## config.mk

```make
export PLATFORM = sky130hd
export DESIGN_NAME = sphx_front
export DESIGN_NICKNAME = d
export VERILOG_FILES = /design/src/hdl/sphx_pkg.sv /design/src/hdl/sphx_front.sv
export VERILOG_INCLUDE_DIRS = /design/src /design/src/hdl
export SDC_FILE = /design/constraint.sdc
export NUM_CORES = 1
export LEC_CHECK = 0
export BUFFER_PORTS_ARGS = -buffer_cell sky130_fd_sc_hd__clkbuf_2
export CAP_MARGIN = 20
export CELL_PAD_IN_SITES_DETAIL_PLACEMENT = 1
export CELL_PAD_IN_SITES_GLOBAL_PLACEMENT = 1
export CORE_ASPECT_RATIO = 1.2
export CORE_MARGIN = 2
export CORE_UTILIZATION = 40
export CTS_CLUSTER_SIZE = 10
export DETAILED_ROUTE_END_ITERATION = 10
export GPL_ROUTABILITY_DRIVEN = 0
export HOLD_SLACK_MARGIN = 0.12
export PLACE_DENSITY_LB_ADDON = 0.05
export SLEW_MARGIN = 15
export SYNTH_ARGS = -nofsm -noshare
export SYNTH_HDL_FRONTEND = slang
export SYNTH_SLANG_ARGS = --single-unit
```

## constraint.sdc

```tcl
create_clock -name clk -period 5.8 [get_ports clk]
set_clock_uncertainty 0.05 [all_clocks]
set_input_delay 0 -clock clk [delete_from_list [all_inputs] [get_ports clk]]
set_output_delay 0 -clock clk [all_outputs]
set_load 0.005 [all_outputs]
```

## src/hdl/assert_macros.svh

```systemverilog
`ifndef ASSERT_MACROS_SVH
`define ASSERT_MACROS_SVH

// immediate-cycle implication check on the rising clock, masked during reset
`define SPHX_ASSERT(label, prop, msg) \
  label: assert property (@(posedge clk) disable iff (!rst_n) prop) else $error(msg);

// next-cycle implication check on the rising clock, masked during reset
`define SPHX_ASSERT_NEXT(label, ante, cons, msg) \
  label: assert property (@(posedge clk) disable iff (!rst_n) (ante) |=> (cons)) \
    else $error(msg);

`endif

```

## src/hdl/sphx_pkg.sv

```systemverilog
package sphx_pkg;

  localparam int NUM_VOLUMES_DEF = 64;
  localparam int NUM_MOVERS_DEF  = 256;
  localparam int MASK_W          = 64;
  localparam int MASK_IW         = 6;
  localparam int CNT_W           = 9;
  localparam int OLAP_LAT        = 4;
  localparam int IN_DATA_W       = 144;
  localparam int IN_USER_W       = 2;
  localparam int OUT_DATA_W      = 88;

  // input operation codes
  typedef enum logic [1:0] {
    OP_SET_MOV = 2'd0,
    OP_REM_MOV = 2'd1,
    OP_SET_VOL = 2'd2,
    OP_CLR_VOL = 2'd3
  } op_t;

  // classified work for the back end
  typedef enum logic [2:0] {
    K_SET_MOV,
    K_REM_MOV,
    K_SET_VOL,
    K_CLR_VOL,
    K_NOP
  } kind_t;

  typedef struct packed {
    logic signed [31:0] cx;
    logic signed [31:0] cy;
    logic signed [31:0] cz;
    logic [30:0]        rad;
  } geo_t;

  typedef struct packed {
    kind_t       kind;
    logic [7:0]  mover_id;
    logic [5:0]  volume_id;
    geo_t        geo;
    logic        bnd;
  } item_t;

  typedef enum logic [2:0] {
    B_IDLE,
    B_MOV_SCAN,
    B_MOV_DONE,
    B_VOL_SCAN,
    B_OUT
  } bstate_t;

endpackage

```

## src/hdl/sphx_front.sv

```systemverilog
module sphx_front #(
  parameter int NUM_VOLUMES = sphx_pkg::NUM_VOLUMES_DEF,
  parameter int NUM_MOVERS  = sphx_pkg::NUM_MOVERS_DEF
) (
  input  logic                            clk,
  input  logic                            rst_n,
  input  logic                            cfg_we,
  input  logic                            cfg_wdata,
  input  logic                            in_tvalid,
  output logic                            in_tready,
  // mover_id, volume_id, center_x, center_y, center_z, sphere_radius, bounded, pad
  input  logic [sphx_pkg::IN_DATA_W-1:0]  in_tdata,
  // op
  input  logic [sphx_pkg::IN_USER_W-1:0]  in_tuser,
  output sphx_pkg::item_t                 q_item,
  output logic                            q_valid,
  input  logic                            q_pop
);
  import sphx_pkg::*;

  logic        swept_r;
  item_t       q_mem_r [2];
  logic        wp_r, rp_r;
  logic [1:0]  q_cnt_r;
  item_t       cls;
  logic        push;
  op_t         op;

  // swept enable register
  always_ff @(posedge clk) begin
    if (!rst_n) begin
      swept_r <= 1'b1;
    end else if (cfg_we) begin
      swept_r <= cfg_wdata;
    end
  end

  // unpack and classify the incoming transaction
  always_comb begin
    op            = op_t'(in_tuser);
    cls.mover_id  = in_tdata[7:0];
    cls.volume_id = in_tdata[13:8];
    cls.geo.cx    = in_tdata[45:14];
    cls.geo.cy    = in_tdata[77:46];
    cls.geo.cz    = in_tdata[109:78];
    cls.geo.rad   = in_tdata[140:110];
    cls.bnd       = in_tdata[141];
    cls.kind      = K_NOP;
    unique case (op)
      OP_SET_MOV: begin
        cls.bnd = in_tdata[141] & swept_r;
        if (int'(cls.mover_id) < NUM_MOVERS) cls.kind = K_SET_MOV;
      end
      OP_REM_MOV: begin
        if (int'(cls.mover_id) < NUM_MOVERS) cls.kind = K_REM_MOV;
      end
      OP_SET_VOL: begin
        if (int'(cls.volume_id) < NUM_VOLUMES) cls.kind = K_SET_VOL;
      end
      OP_CLR_VOL: begin
        if (int'(cls.volume_id) < NUM_VOLUMES) cls.kind = K_CLR_VOL;
      end
      default: cls.kind = K_NOP;
    endcase
  end

  assign in_tready = (q_cnt_r != 2'd2);
  assign push      = in_tvalid && in_tready;
  assign q_valid   = (q_cnt_r != 2'd0);
  assign q_item    = q_mem_r[rp_r];

  // two-entry queue toward the back end
  always_ff @(posedge clk) begin
    if (!rst_n) begin
      wp_r    <= 1'b0;
      rp_r    <= 1'b0;
      q_cnt_r <= 2'd0;
    end else begin
      if (push) wp_r <= ~wp_r;
      if (q_pop) rp_r <= ~rp_r;
      if (push && !q_pop) q_cnt_r <= q_cnt_r + 2'd1;
      else if (!push && q_pop) q_cnt_r <= q_cnt_r - 2'd1;
    end
  end

  always_ff @(posedge clk) begin
    if (push) q_mem_r[wp_r] <= cls;
  end

`include "assert_macros.svh"
  `SPHX_ASSERT(a_q_bound, q_cnt_r != 2'd3, "queue count out of range")
  `SPHX_ASSERT(a_q_pop, q_pop |-> q_cnt_r != 2'd0, "pop from empty queue")

endmodule

```

==> out/qor.csv, run 1 <==
stage;metric;value;unit
floorplan;fp.dieW;155;um
timing;final.setup.tns;0;ns
timing;finalSetupViolCount;0;
cells_and_area;drive_above_1_share;51.4;%
timing;worst_pin_slew;0.999;ns
drt;ant_nets;0;
yosys;yosys_warnings;0;
timing;worst_hold_slack;0.174;ns
drt;viasPerCell;4.68;
yosys;syn_inst;480;
clock_tree;insertion_delay;0.49;ns
cells_and_area;nets;1098;
global_routing;antenna_found_initial;0;
floorplan;core_area;0.0270;mm^2
global_routing;grt_usage;16.5;%
cells_and_area;diodes;0;
cells_and_area;final_cell_mix;clkbuf_2, edfxtp_1, dlygate4sd3_1, mux2_2, mux2_4;
timing;slew_viol_final;0;
min_path;min_from;in_tdata[85];
power;powerDensity;346;mW/mm^2
clock_tree;htree_levels;2;
power;peakVddDrop;0.309;mV
timing;period_share;44.5;%
yosys;yosysSeqAreaShare;80.2;%
placed_design;hpwlAfterDp;15000;um
job;drv_cap;0;
cells_and_area;area_growth;39.0;%
clock_tree;cts_tree;done;
placed_design;port_buffers;295;
drt;routedWlPerCell;18.9;um
timing;maxSlewHeadroom;33.4;%
worst_setup_path;required;5.87;ns
worst_setup_path;cp-end-kind;flop;
placed_design;dpl_cell_area;0.0127;mm^2
cells_and_area;regArea;0.00877;mm^2
drt;drtPass1Iterations;4;
timing;period_needed;2.58;ns
yosys;synth_seq_cells;294;
yosys;synth_nets;633;
timing;rsz0062_at_grt;false;
worst_setup_path;path_class;flop to flop;
worst_setup_path;cp_max_fo;104;
power;p_leak;5.92;nW
global_routing;grt_pass1_wl;36500;um
floorplan;die_y;185;um
cells_and_area;n_fill_cell;2473;
cells_and_area;final_util;56.3;%
run_status;outcome;completed;
clock_tree;cts.clk_slew.worst_paths;0.05;ns
worst_setup_path;r2r_end;q_mem_r[0][102]$_DFFE_PP_;
global_routing;grt_max_degree;105;
min_path;hold_path_class;input pin to flop;
floorplan;fp-row-count;66;
clock_tree;cts.sink_count;294;
drt;drtIter0Drc;255;
worst_setup_path;r2r_start;q_cnt_r[0]$_SDFFE_PN0P_;
floorplan;ios;299;
drt;drcViolationCount;0;
yosys;syn_area;0.0109;mm^2
timing;worst_slack;3.22;ns
worst_setup_path;crit_arrival;2.65;ns
floorplan;initial_core_util;40.5;%
cells_and_area;final_common_cell;clkbuf_2;
cells_and_area;multiInputGateArea;0.00201;mm^2
clock_tree;numCtsBuffers;35;
worst_setup_path;r2r_cells;4;
drt;vias;6024;
clock_tree;cts_resized;0;
placed_design;post-place-ws;3.12;ns
worst_setup_path;worstSetupStartpoint;q_cnt_r[0]$_SDFFE_PN0P_;
global_routing;grt_pass1_vias;6723;
yosys;syn_avg_cell_area;22.8;um^2
worst_setup_path;cp-endpoint;q_mem_r[0][102]$_DFFE_PP_;
clock_tree;ctsLongestPathBuffers;3;
cells_and_area;finalInstanceArea;0.0152;mm^2
worst_setup_path;cp-start-kind;flop;
clock_tree;cts_root_buffer;clkbuf_16;
floorplan;die_area;0.0287;mm^2
yosys;ys_types;25;
worst_setup_path;reg2reg_slack;3.22;ns
drt;wl;24300;um
timing;maxClockFrequency;387;MHz
timing;hold_viol_final;0;
global_routing;grt.overflow.total;0;
min_path;hold_depth;2;
[final cells by class]
cell class,count,area share (%)
multi-input combinational,165,13.2
timing repair buffer,447,20.0
inverter,2,0.0824
sequential,294,57.7
tap,340,2.80
clock inverter,2,0.0576
clock buffer,38,6.12
[what timing repair did]
item	in CTS	in global routing
endpoints found under the hold margin	294	0
setup buffers	0	0
hold buffers	148	0
[metal layers]
metal | global-route usage [%] | vias up | wire length [um]
met5 | 0 | - | 0
met4 | 6.07 | 0 | 710
met3 | 5.50 | 42 | 1800
met2 | 30.1 | 208 | 12700
met1 | 17.8 | 2958 | 9060
li1 | - | 2816 | -
[worst max-delay path, stage by stage, from the launching register on]
cell	delay, ns
dfxtp_1	0.39
nand2b_4	0.17
nand3b_1	0.17
inv_6	0.74
buf_4	0.63
[cell families after synthesis]
logic type	synth area share (%)
flip-flops	80.2
AO/OA/AOI/OAI	0.355
buffers and inverters	1.40
AND/OR/NAND/NOR	0.630
XOR/XNOR	0.240
other	0.0343
adder cells (fa/ha/maj)	0.114
multiplexers	17.0
[worst min path at each step]
stage,to,slack [ns]
final,q_mem_r[1][39]$_DFFE_PP_,0.17
after global routing,q_mem_r[1][56]$_DFFE_PP_,0.17
after CTS,q_mem_r[1][37]$_DFFE_PP_,0.15
after detailed placement,q_mem_r[0][23]$_DFFE_PP_,0.14
after global placement,q_mem_r[0][23]$_DFFE_PP_,0.14
after floorplan,swept_r$_SDFFE_PN1P_,0.01
[state kept, by name, summed over array words and instances (netlist names), named ones only]
| register | count |
|---|---|
| q_cnt_r | 2 |
| q_mem_r | 288 |
| swept_r | 1 |
| rp_r | 1 |
| wp_r | 1 |
[report_power, final]
group | switching, W | total [W] | internal (W)
sequential | 0.0000575 | 0.00264 | 0.00258
clock | 0.000749 | 0.00187 | 0.00112
combinational | 0.000355 | 0.000750 | 0.000395
[cell usage after synthesis]
library cell  count  area [um^2]
edfxtp_1        288         8650
mux2_2           84          946
mux2_4           60          901
buf_2             8         40.0
buf_6             8         90.1
dfxtp_1           6          120
and2_1            4         25.0
a21boi_0          2         15.0
clkbuf_1          2         7.51
inv_1             2         7.51
xor2_1            2         17.5
a21bo_2           1         10.0
and3_1            1         6.26
buf_4             1         7.51
conb_1            1         3.75
ha_1              1         12.5
mux2i_1           1         10.0
nand2_1           1         3.75
nand2b_4          1         13.8
nand3b_1          1         7.51
o21ai_0           1         5.00
o31a_1            1         8.76
or2_2             1         6.26
or3_1             1         6.26
xnor2_1           1         8.76
[through the flow]
stage,std cells,power [W]
2_1_floorplan,480,0.00306
3_3_place_gp,1099,0.00333
3_5_place_dp,1099,0.00336
4_1_cts,1287,0.00532
5_1_grt,1288,0.00546
6_report,1288,0.00526
Note: power is estimated with default switching activity, not from simulation.
==> run 2: changes to the inputs <==
Settings changed: ABC_AREA set to 1.
Clock period 5.8 ns to 2.1 ns, I/O delays scaled along.
==> out/qor.csv, run 2 <==
stage;metric;value;unit;change
yosys;synth_seq_cells;294;;unchanged
yosys;synth_top_family_by_area;multiplexers;;unchanged
clock_tree;insertion_delay;0.49;ns;about the same
worst_setup_path;path_cells;buf_12, mux2_2, clkbuf_2;;was nand2b_4, nand3b_1, inv_6, buf_4
drt;routedWlPerCell;18.3;um;was 18.9 um
drt;ant_nets;0;;unchanged
drt;wl;24100;um;was 24300 um
clock_tree;cts_root_buffer;clkbuf_16;;unchanged
timing;worst_pin_slew;0.530;ns;was 0.999 ns
yosys;synth-edff-count;288;;unchanged
cells_and_area;nets;1116;;was 1098
yosys;synth_xor_area_share;0;%;was 0.240%
cells_and_area;drive_above_1_share;50.5;%;was 51.4%
timing;worst_slack;0.208;ns;was 3.22 ns
yosys;synth.area.mux_share;16.9;%;was 17.0%
yosys;synth_top_area_cell;edfxtp_1;;unchanged
run_status;outcome;completed;;unchanged
power;p_comb_share;12.5;%;was 14.3%
placed_design;port_buffers;295;;unchanged
power;powerDensity;923;mW/mm^2;was 346 mW/mm^2
cells_and_area;n_fill_cell;2516;;was 2473
yosys;synth_nets;646;;was 633
cells_and_area;area_growth;40.3;%;was 39.0%
floorplan;die_area;0.0286;mm^2;was 0.0287 mm^2
worst_setup_path;r2r_cells;5;;was 4
yosys;yosysMostFrequentCell;edfxtp_1;;unchanged
global_routing;grt_usage;16.6;%;was 16.5%
cells_and_area;largest_reg_flops;288;;unchanged
worst_setup_path;cp_max_fo;73;;was 104
drt;drtIter0Drc;216;;was 255
timing;maxClockFrequency;528;MHz;
clock_tree;cts.sink_count;294;;unchanged
global_routing;antenna_found_initial;0;;unchanged
clock_tree;htree_levels;2;;unchanged
yosys;syn_avg_cell_area;22.2;um^2;was 22.8 um^2
worst_setup_path;cp-start-kind;flop;;unchanged
global_routing;grt.overflow.total;0;;unchanged
timing;hold_viol_final;0;;unchanged
min_path;hold_path_class;input pin to flop;;unchanged
placed_design;dp.cells;1115;;was 1099
drt;drtPass1Iterations;4;;unchanged
clock_tree;cts_tree;done;;unchanged
global_routing;grt_pass1_wl;36600;um;was 36500 um
cells_and_area;reg_top3;q_mem_r: 288 flops, q_cnt_r: 2 flops;;unchanged
clock_tree;cts.clk_slew.worst_paths;0.05;ns;about the same
clock_tree;cts_setup_buffers;0;;unchanged
clock_tree;ctsLongestPathBuffers;3;;unchanged
yosys;syn_area;0.0109;mm^2;about the same
worst_setup_path;crit_arrival;1.84;ns;was 2.65 ns
clock_tree;ctsHoldBuffers;151;;was 148
floorplan;initial_core_util;40.4;%;was 40.5%
floorplan;fp.dieW;155;um;about the same
yosys;synth_adder_area_share;0.115;%;was 0.114%
yosys;yosys_warnings;0;;unchanged
worst_setup_path;path_class;flop to primary output;;was flop to flop
timing;period_needed;1.89;ns;
timing;rsz0062_at_grt;false;;unchanged
cells_and_area;final_util;56.7;%;was 56.3%
yosys;synth_top_area_share;79.2;%;was 79.1%
timing;slew_viol_final;0;;unchanged
clock_tree;numCtsBuffers;35;;unchanged
power;p_leak;6.00;nW;was 5.92 nW
power;netSwitchingFraction;21.2;%;was 22.1%
power;finalPower;0.0141;W;was 0.00526 W
yosys;yosys.area_share.simple;0.722;%;was 0.630%
cells_and_area;top_register;q_mem_r;;unchanged
floorplan;fp-row-count;66;;unchanged
yosys;yosysSeqAreaShare;80.3;%;was 80.2%
power;internal_power;0.0111;W;was 0.00410 W
yosys;async_reset_ff_share;0;%;unchanged
min_path;hold_depth;2;;unchanged
yosys;yosys_most_used_dff;edfxtp_1;;unchanged
yosys;synth_compound_area_share;0.286;%;was 0.355%
yosys;syn_inst;493;;was 480
cells_and_area;final_cell_mix;clkbuf_2, edfxtp_1, dlygate4sd3_1, mux2_2, mux2_4;;unchanged
floorplan;ios;299;;unchanged
worst_setup_path;required;2.05;ns;was 5.87 ns
timing;maxSlewHeadroom;64.7;%;was 33.4%
global_routing;grt_pass1_vias;6889;;was 6723
job;drv_cap;0;;unchanged
floorplan;die_y;185;um;about the same
timing;period_share;90.1;%;
drt;drcViolationCount;0;;unchanged
power;p_seq_share;50.3;%;was 50.2%
power;peakVddDrop;0.679;mV;was 0.309 mV
yosys;ys_types;19;;was 25
timing;finalSetupViolCount;0;;unchanged
yosys;synth_area_leaders;edfxtp_1, mux2_2, mux2_4, dfxtp_1, buf_6;;unchanged
cells_and_area;final_common_cell;clkbuf_2;;unchanged
worst_setup_path;max_stage_delay;0.41;ns;was 0.74 ns
power;clkPwrFrac;37.2;%;was 35.5%
floorplan;core_area;0.0270;mm^2;unchanged
worst_setup_path;critical_path_buf_inv_count;2;;unchanged
power;switching_power;0.00300;W;was 0.00116 W
yosys;synthTopCellsByCount;edfxtp_1, mux2_2, mux2_4;;unchanged
placed_design;post-place-ws;0.519;ns;was 3.12 ns
clock_tree;cts_resized;0;;unchanged
worst_setup_path;critical-path-top-delay-family;buffers and inverters;;unchanged
worst_setup_path;cp-end-kind;primary output;;was flop
drt;vias;6158;;was 6024
worst_setup_path;crit_cells;3;;was 4
worst_setup_path;cp_slowest_cell;mux2_2;;was inv_6
placed_design;hpwlAfterDp;15100;um;was 15000 um
drt;viasPerCell;4.69;;was 4.68
cells_and_area;final_cells;1313;;was 1288
global_routing;grt_max_degree;76;;was 105
## run 2: layout make-up
| class | count | area [um^2] | share of cell area, % |
|---|---|---|---|
| flip-flops and latches | 294 | 8770 | 57.3 |
| repair buffers | 452 | 3110 | 20.3 |
| multi-input cells | 171 | 2000 | 13.0 |
| clock buffers | 46 | 980 | 6.39 |
| well taps | 340 | 425 | 2.78 |
| inverters | 9 | 33.8 | 0.220 |
| diodes | 1 | 2.50 | 0.0163 |
## run 2: through the flow
step	setup TNS (ns)	cell area, um^2	hold slack, ns
final	0	15300	0.187
after detailed placement	0	12800	0.143
after floorplan	-296.18	10900	0.0486
after global routing	0	15300	0.177
after global placement	0	12800	0.139
after CTS	0	15300	0.155
## run 2: layer usage
| layer | track usage (%) | routed length [um] |
|---|---|---|
| met5 | 0 | 0 |
| met4 | 6.15 | 777 |
| met2 | 30.2 | 12700 |
| met1 | 18.1 | 8860 |
| met3 | 5.33 | 1740 |
## run 2: power by group through the flow
stage / Combinational (W) / Clock [W] / Sequential, W
after floorplan: 0.000827 / 0 / 0.00722
after global placement: 0.00152 / 0 / 0.00720
after detailed placement: 0.00156 / 0 / 0.00724
after CTS: 0.00180 / 0.00543 / 0.00712
after global routing: 0.00192 / 0.00563 / 0.00716
final: 0.00177 / 0.00526 / 0.00712
## run 2: final timing paths
check                           slack [ns]                     from                       end
worst max register to register        0.50  q_cnt_r[0]$_SDFFE_PN0P_  q_mem_r[0][93]$_DFFE_PP_
worst max-delay path                  0.21                     flop                q_item[64]
worst min-delay path                  0.19            in_tdata[133]  q_mem_r[0][24]$_DFFE_PP_
worst min register to register        0.46        rp_r$_SDFFE_PN0P_         rp_r$_SDFFE_PN0P_
## run 2: cells by family after synthesis
family,count (synthesis)
flip-flops,294
multiplexers,144
buffers and inverters,28
AND/OR/NAND/NOR,20
AO/OA/AOI/OAI,5
adder cells (fa/ha/maj),1
other,1
==> run 3: changes to the inputs <==
Settings changed: GPL_TIMING_DRIVEN set to 0.
==> out/qor.csv, run 3 (same netlist as run 2, synthesis figures left out) <==
stage;metric;value;unit;change
run_status;outcome;completed;;unchanged
timing;period_share;92.9;%;was 90.1%
timing;maxClockFrequency;513;MHz;was 528 MHz
worst_setup_path;r2r_end;q_mem_r[0][101]$_DFFE_PP_;;was q_mem_r[0][93]$_DFFE_PP_
worst_setup_path;reg2reg_slack;0.15;ns;was 0.50 ns
clock_tree;numCtsBuffers;35;;unchanged
timing;rsz0062_at_grt;false;;unchanged
power;powerDensity;912;mW/mm^2;was 923 mW/mm^2
clock_tree;cts_setup_buffers;0;;unchanged
cells_and_area;largest_reg_flops;288;;unchanged
min_path;hold_path_class;input pin to flop;;unchanged
job;drv_cap;0;;unchanged
cells_and_area;n_fill_cell;2463;;was 2516
cells_and_area;regArea;0.00877;mm^2;about the same
timing;slew_viol_final;0;;unchanged
cells_and_area;final_common_cell;clkbuf_2;;unchanged
global_routing;grt_max_degree;30;;was 76
drt;vias;6253;;was 6158
cells_and_area;top_register;q_mem_r;;unchanged
floorplan;core_area;0.0270;mm^2;unchanged
clock_tree;insertion_delay;0.49;ns;about the same
placed_design;port_buffers;295;;unchanged
clock_tree;cts.clk_slew.worst_paths;0.05;ns;about the same
global_routing;grt_usage;17.5;%;was 16.6%
cells_and_area;final_cell_mix;clkbuf_2, edfxtp_1, dlygate4sd3_1, mux2_2, mux2_4;;unchanged
global_routing;grt_pass1_vias;6994;;was 6889
cells_and_area;nets;1141;;was 1116
drt;drcViolationCount;0;;unchanged
timing;period_needed;1.95;ns;was 1.89 ns
power;p_leak;6.14;nW;was 6.00 nW
cells_and_area;reg_top3;q_mem_r: 288 flops, q_cnt_r: 2 flops;;unchanged
cells_and_area;drive_above_1_share;51.4;%;was 50.5%
floorplan;die_y;185;um;unchanged
worst_setup_path;required;2.24;ns;was 2.05 ns
cells_and_area;multiInputGateArea;0.00200;mm^2;unchanged
clock_tree;cts_resized;0;;unchanged
cells_and_area;finalInstanceArea;0.0156;mm^2;was 0.0153 mm^2
worst_setup_path;path_class;flop to flop;;was flop to primary output
drt;wl;25200;um;was 24100 um
worst_setup_path;r2r_start;q_cnt_r[0]$_SDFFE_PN0P_;;unchanged
floorplan;die_area;0.0286;mm^2;unchanged
timing;hold_viol_final;0;;unchanged
clock_tree;cts.sink_count;294;;unchanged
cells_and_area;area_growth;42.8;%;was 40.3%
drt;ant_nets;0;;unchanged
worst_setup_path;cp_max_fo;25;;was 73
clock_tree;ctsLongestPathBuffers;3;;unchanged
floorplan;fp-row-count;66;;unchanged
placed_design;dpl_cell_area;0.0131;mm^2;was 0.0128 mm^2
min_path;hold_depth;2;;unchanged
drt;viasPerCell;4.67;;was 4.69
power;peakVddDrop;0.639;mV;was 0.679 mV
drt;routedWlPerCell;18.8;um;was 18.3 um
drt;drtIter0Drc;256;;was 216
global_routing;antenna_found_initial;1;;was 0
clock_tree;htree_levels;2;;unchanged
drt;drtPass1Iterations;4;;unchanged
worst_setup_path;cp-end-kind;flop;;was primary output
global_routing;grt.overflow.total;0;;unchanged
cells_and_area;final_util;57.8;%;was 56.7%
min_path;hold-path-endpoint;q_mem_r[0][86]$_DFFE_PP_;;was q_mem_r[0][24]$_DFFE_PP_
min_path;min_from;in_tdata[68];;was in_tdata[133]
worst_setup_path;r2r_cells;7;;was 5
global_routing;grt_pass1_wl;38200;um;was 36600 um
floorplan;ios;299;;unchanged
timing;worst_hold_slack;0.189;ns;was 0.187 ns
floorplan;fp.dieW;155;um;unchanged
clock_tree;cts_tree;done;;unchanged
placed_design;hpwlAfterDp;16700;um;was 15100 um
worst_setup_path;crit_arrival;2.09;ns;was 1.84 ns
worst_setup_path;cp-start-kind;flop;;unchanged
timing;finalSetupViolCount;0;;unchanged
clock_tree;cts_root_buffer;clkbuf_16;;unchanged
floorplan;initial_core_util;40.4;%;unchanged
-- run 3: cell count changes in the layout (fill, tap and decap cells not counted) --
cell | before | now
clkbuf_8 | 2 | 0
buf_6 | 0 | 8
clkinv_2 | 0 | 1
clkbuf_1 | 7 | 8
clkinv_1 | 0 | 1
dfxtp_1 | 4 | 5
diode_2 | 1 | 4
dfxtp_4 | 1 | 0
buf_12 | 6 | 8
buf_4 | 0 | 1
buf_2 | 0 | 8
buf_16 | 0 | 4
-- run 3: what timing repair did --
item	4_1_cts	5_1_grt
hold endpoints to repair	423	0
hold buffers	151	0
setup endpoints to repair	0	4
-- run 3: critical path, cell delays in order, from the launching register on --
cell     delay (ns)
dfxtp_2        0.34
inv_2          0.06
nand2_2        0.09
nand2_4        0.08
nor2_4         0.36
buf_16         0.22
buf_12         0.20
buf_12         0.21
-- run 3: worst max path at each step --
| stage | slack, ns | from | cells after the start | endpoint |
|---|---|---|---|---|
| floorplan | -1.04 | q_cnt_r[0]$_SDFFE_PN0P_ | 4 | q_mem_r[0][0]$_DFFE_PP_ |
| global placement | -2.16 | q_cnt_r[0]$_SDFFE_PN0P_ | 4 | q_mem_r[0][91]$_DFFE_PP_ |
| detailed placement | 0.12 | q_cnt_r[0]$_SDFFE_PN0P_ | 7 | q_mem_r[0][112]$_DFFE_PP_ |
| CTS | 0.09 | q_cnt_r[0]$_SDFFE_PN0P_ | 7 | q_mem_r[0][117]$_DFFE_PP_ |
| global route | 0.02 | q_cnt_r[0]$_SDFFE_PN0P_ | 7 | q_mem_r[0][100]$_DFFE_PP_ |
| finish | 0.15 | q_cnt_r[0]$_SDFFE_PN0P_ | 7 | q_mem_r[0][101]$_DFFE_PP_ |
-- run 3: layer usage --
metal / GRT usage (%) / wire length (um) / vias up
met3: 4.94 / 1610 / 51
met5: 0 / 0 / -
li1: - / - / 2919
met1: 19.6 / 9420 / 3064
met4: 6.81 / 767 / 0
met2: 31.7 / 13400 / 219
-- run 3: final cells by class --
cell class	instances	area share, %
multi-input cells	171	12.8
plain buffers	19	0.931
repair buffers	458	20.9
clock inverters	2	0.0562
inverters	9	0.217
diodes	4	0.0642
clock buffers	43	6.08
well taps	340	2.73
flip-flops and latches	294	56.2
-- run 3: per-stage QoR --
| step | std cells | setup WS (ns) | power, W | setup TNS [ns] |
|---|---|---|---|---|
| 6_report | 1340 | 0.150 | 0.0142 | 0 |
| 5_1_grt | 1337 | 0.0221 | 0.0148 | 0 |
| 4_1_cts | 1336 | 0.0857 | 0.0144 | 0 |
| 3_5_place_dp | 1140 | 0.116 | 0.00892 | 0 |
| 3_3_place_gp | 1128 | -2.16 | 0.00877 | -617.48 |
| 2_1_floorplan | 493 | -1.04 | 0.00805 | -296.18 |
-- run 3: power by group --
part / internal [W] / total (W) / switching (W) / leakage (nW)
registers: 0.00700 / 0.00712 / 0.000116 / 2.73
clock network: 0.00313 / 0.00520 / 0.00207 / 0.469
logic: 0.00103 / 0.00190 / 0.000874 / 2.94
total: 0.0112 / 0.0142 / 0.00306 / 6.14
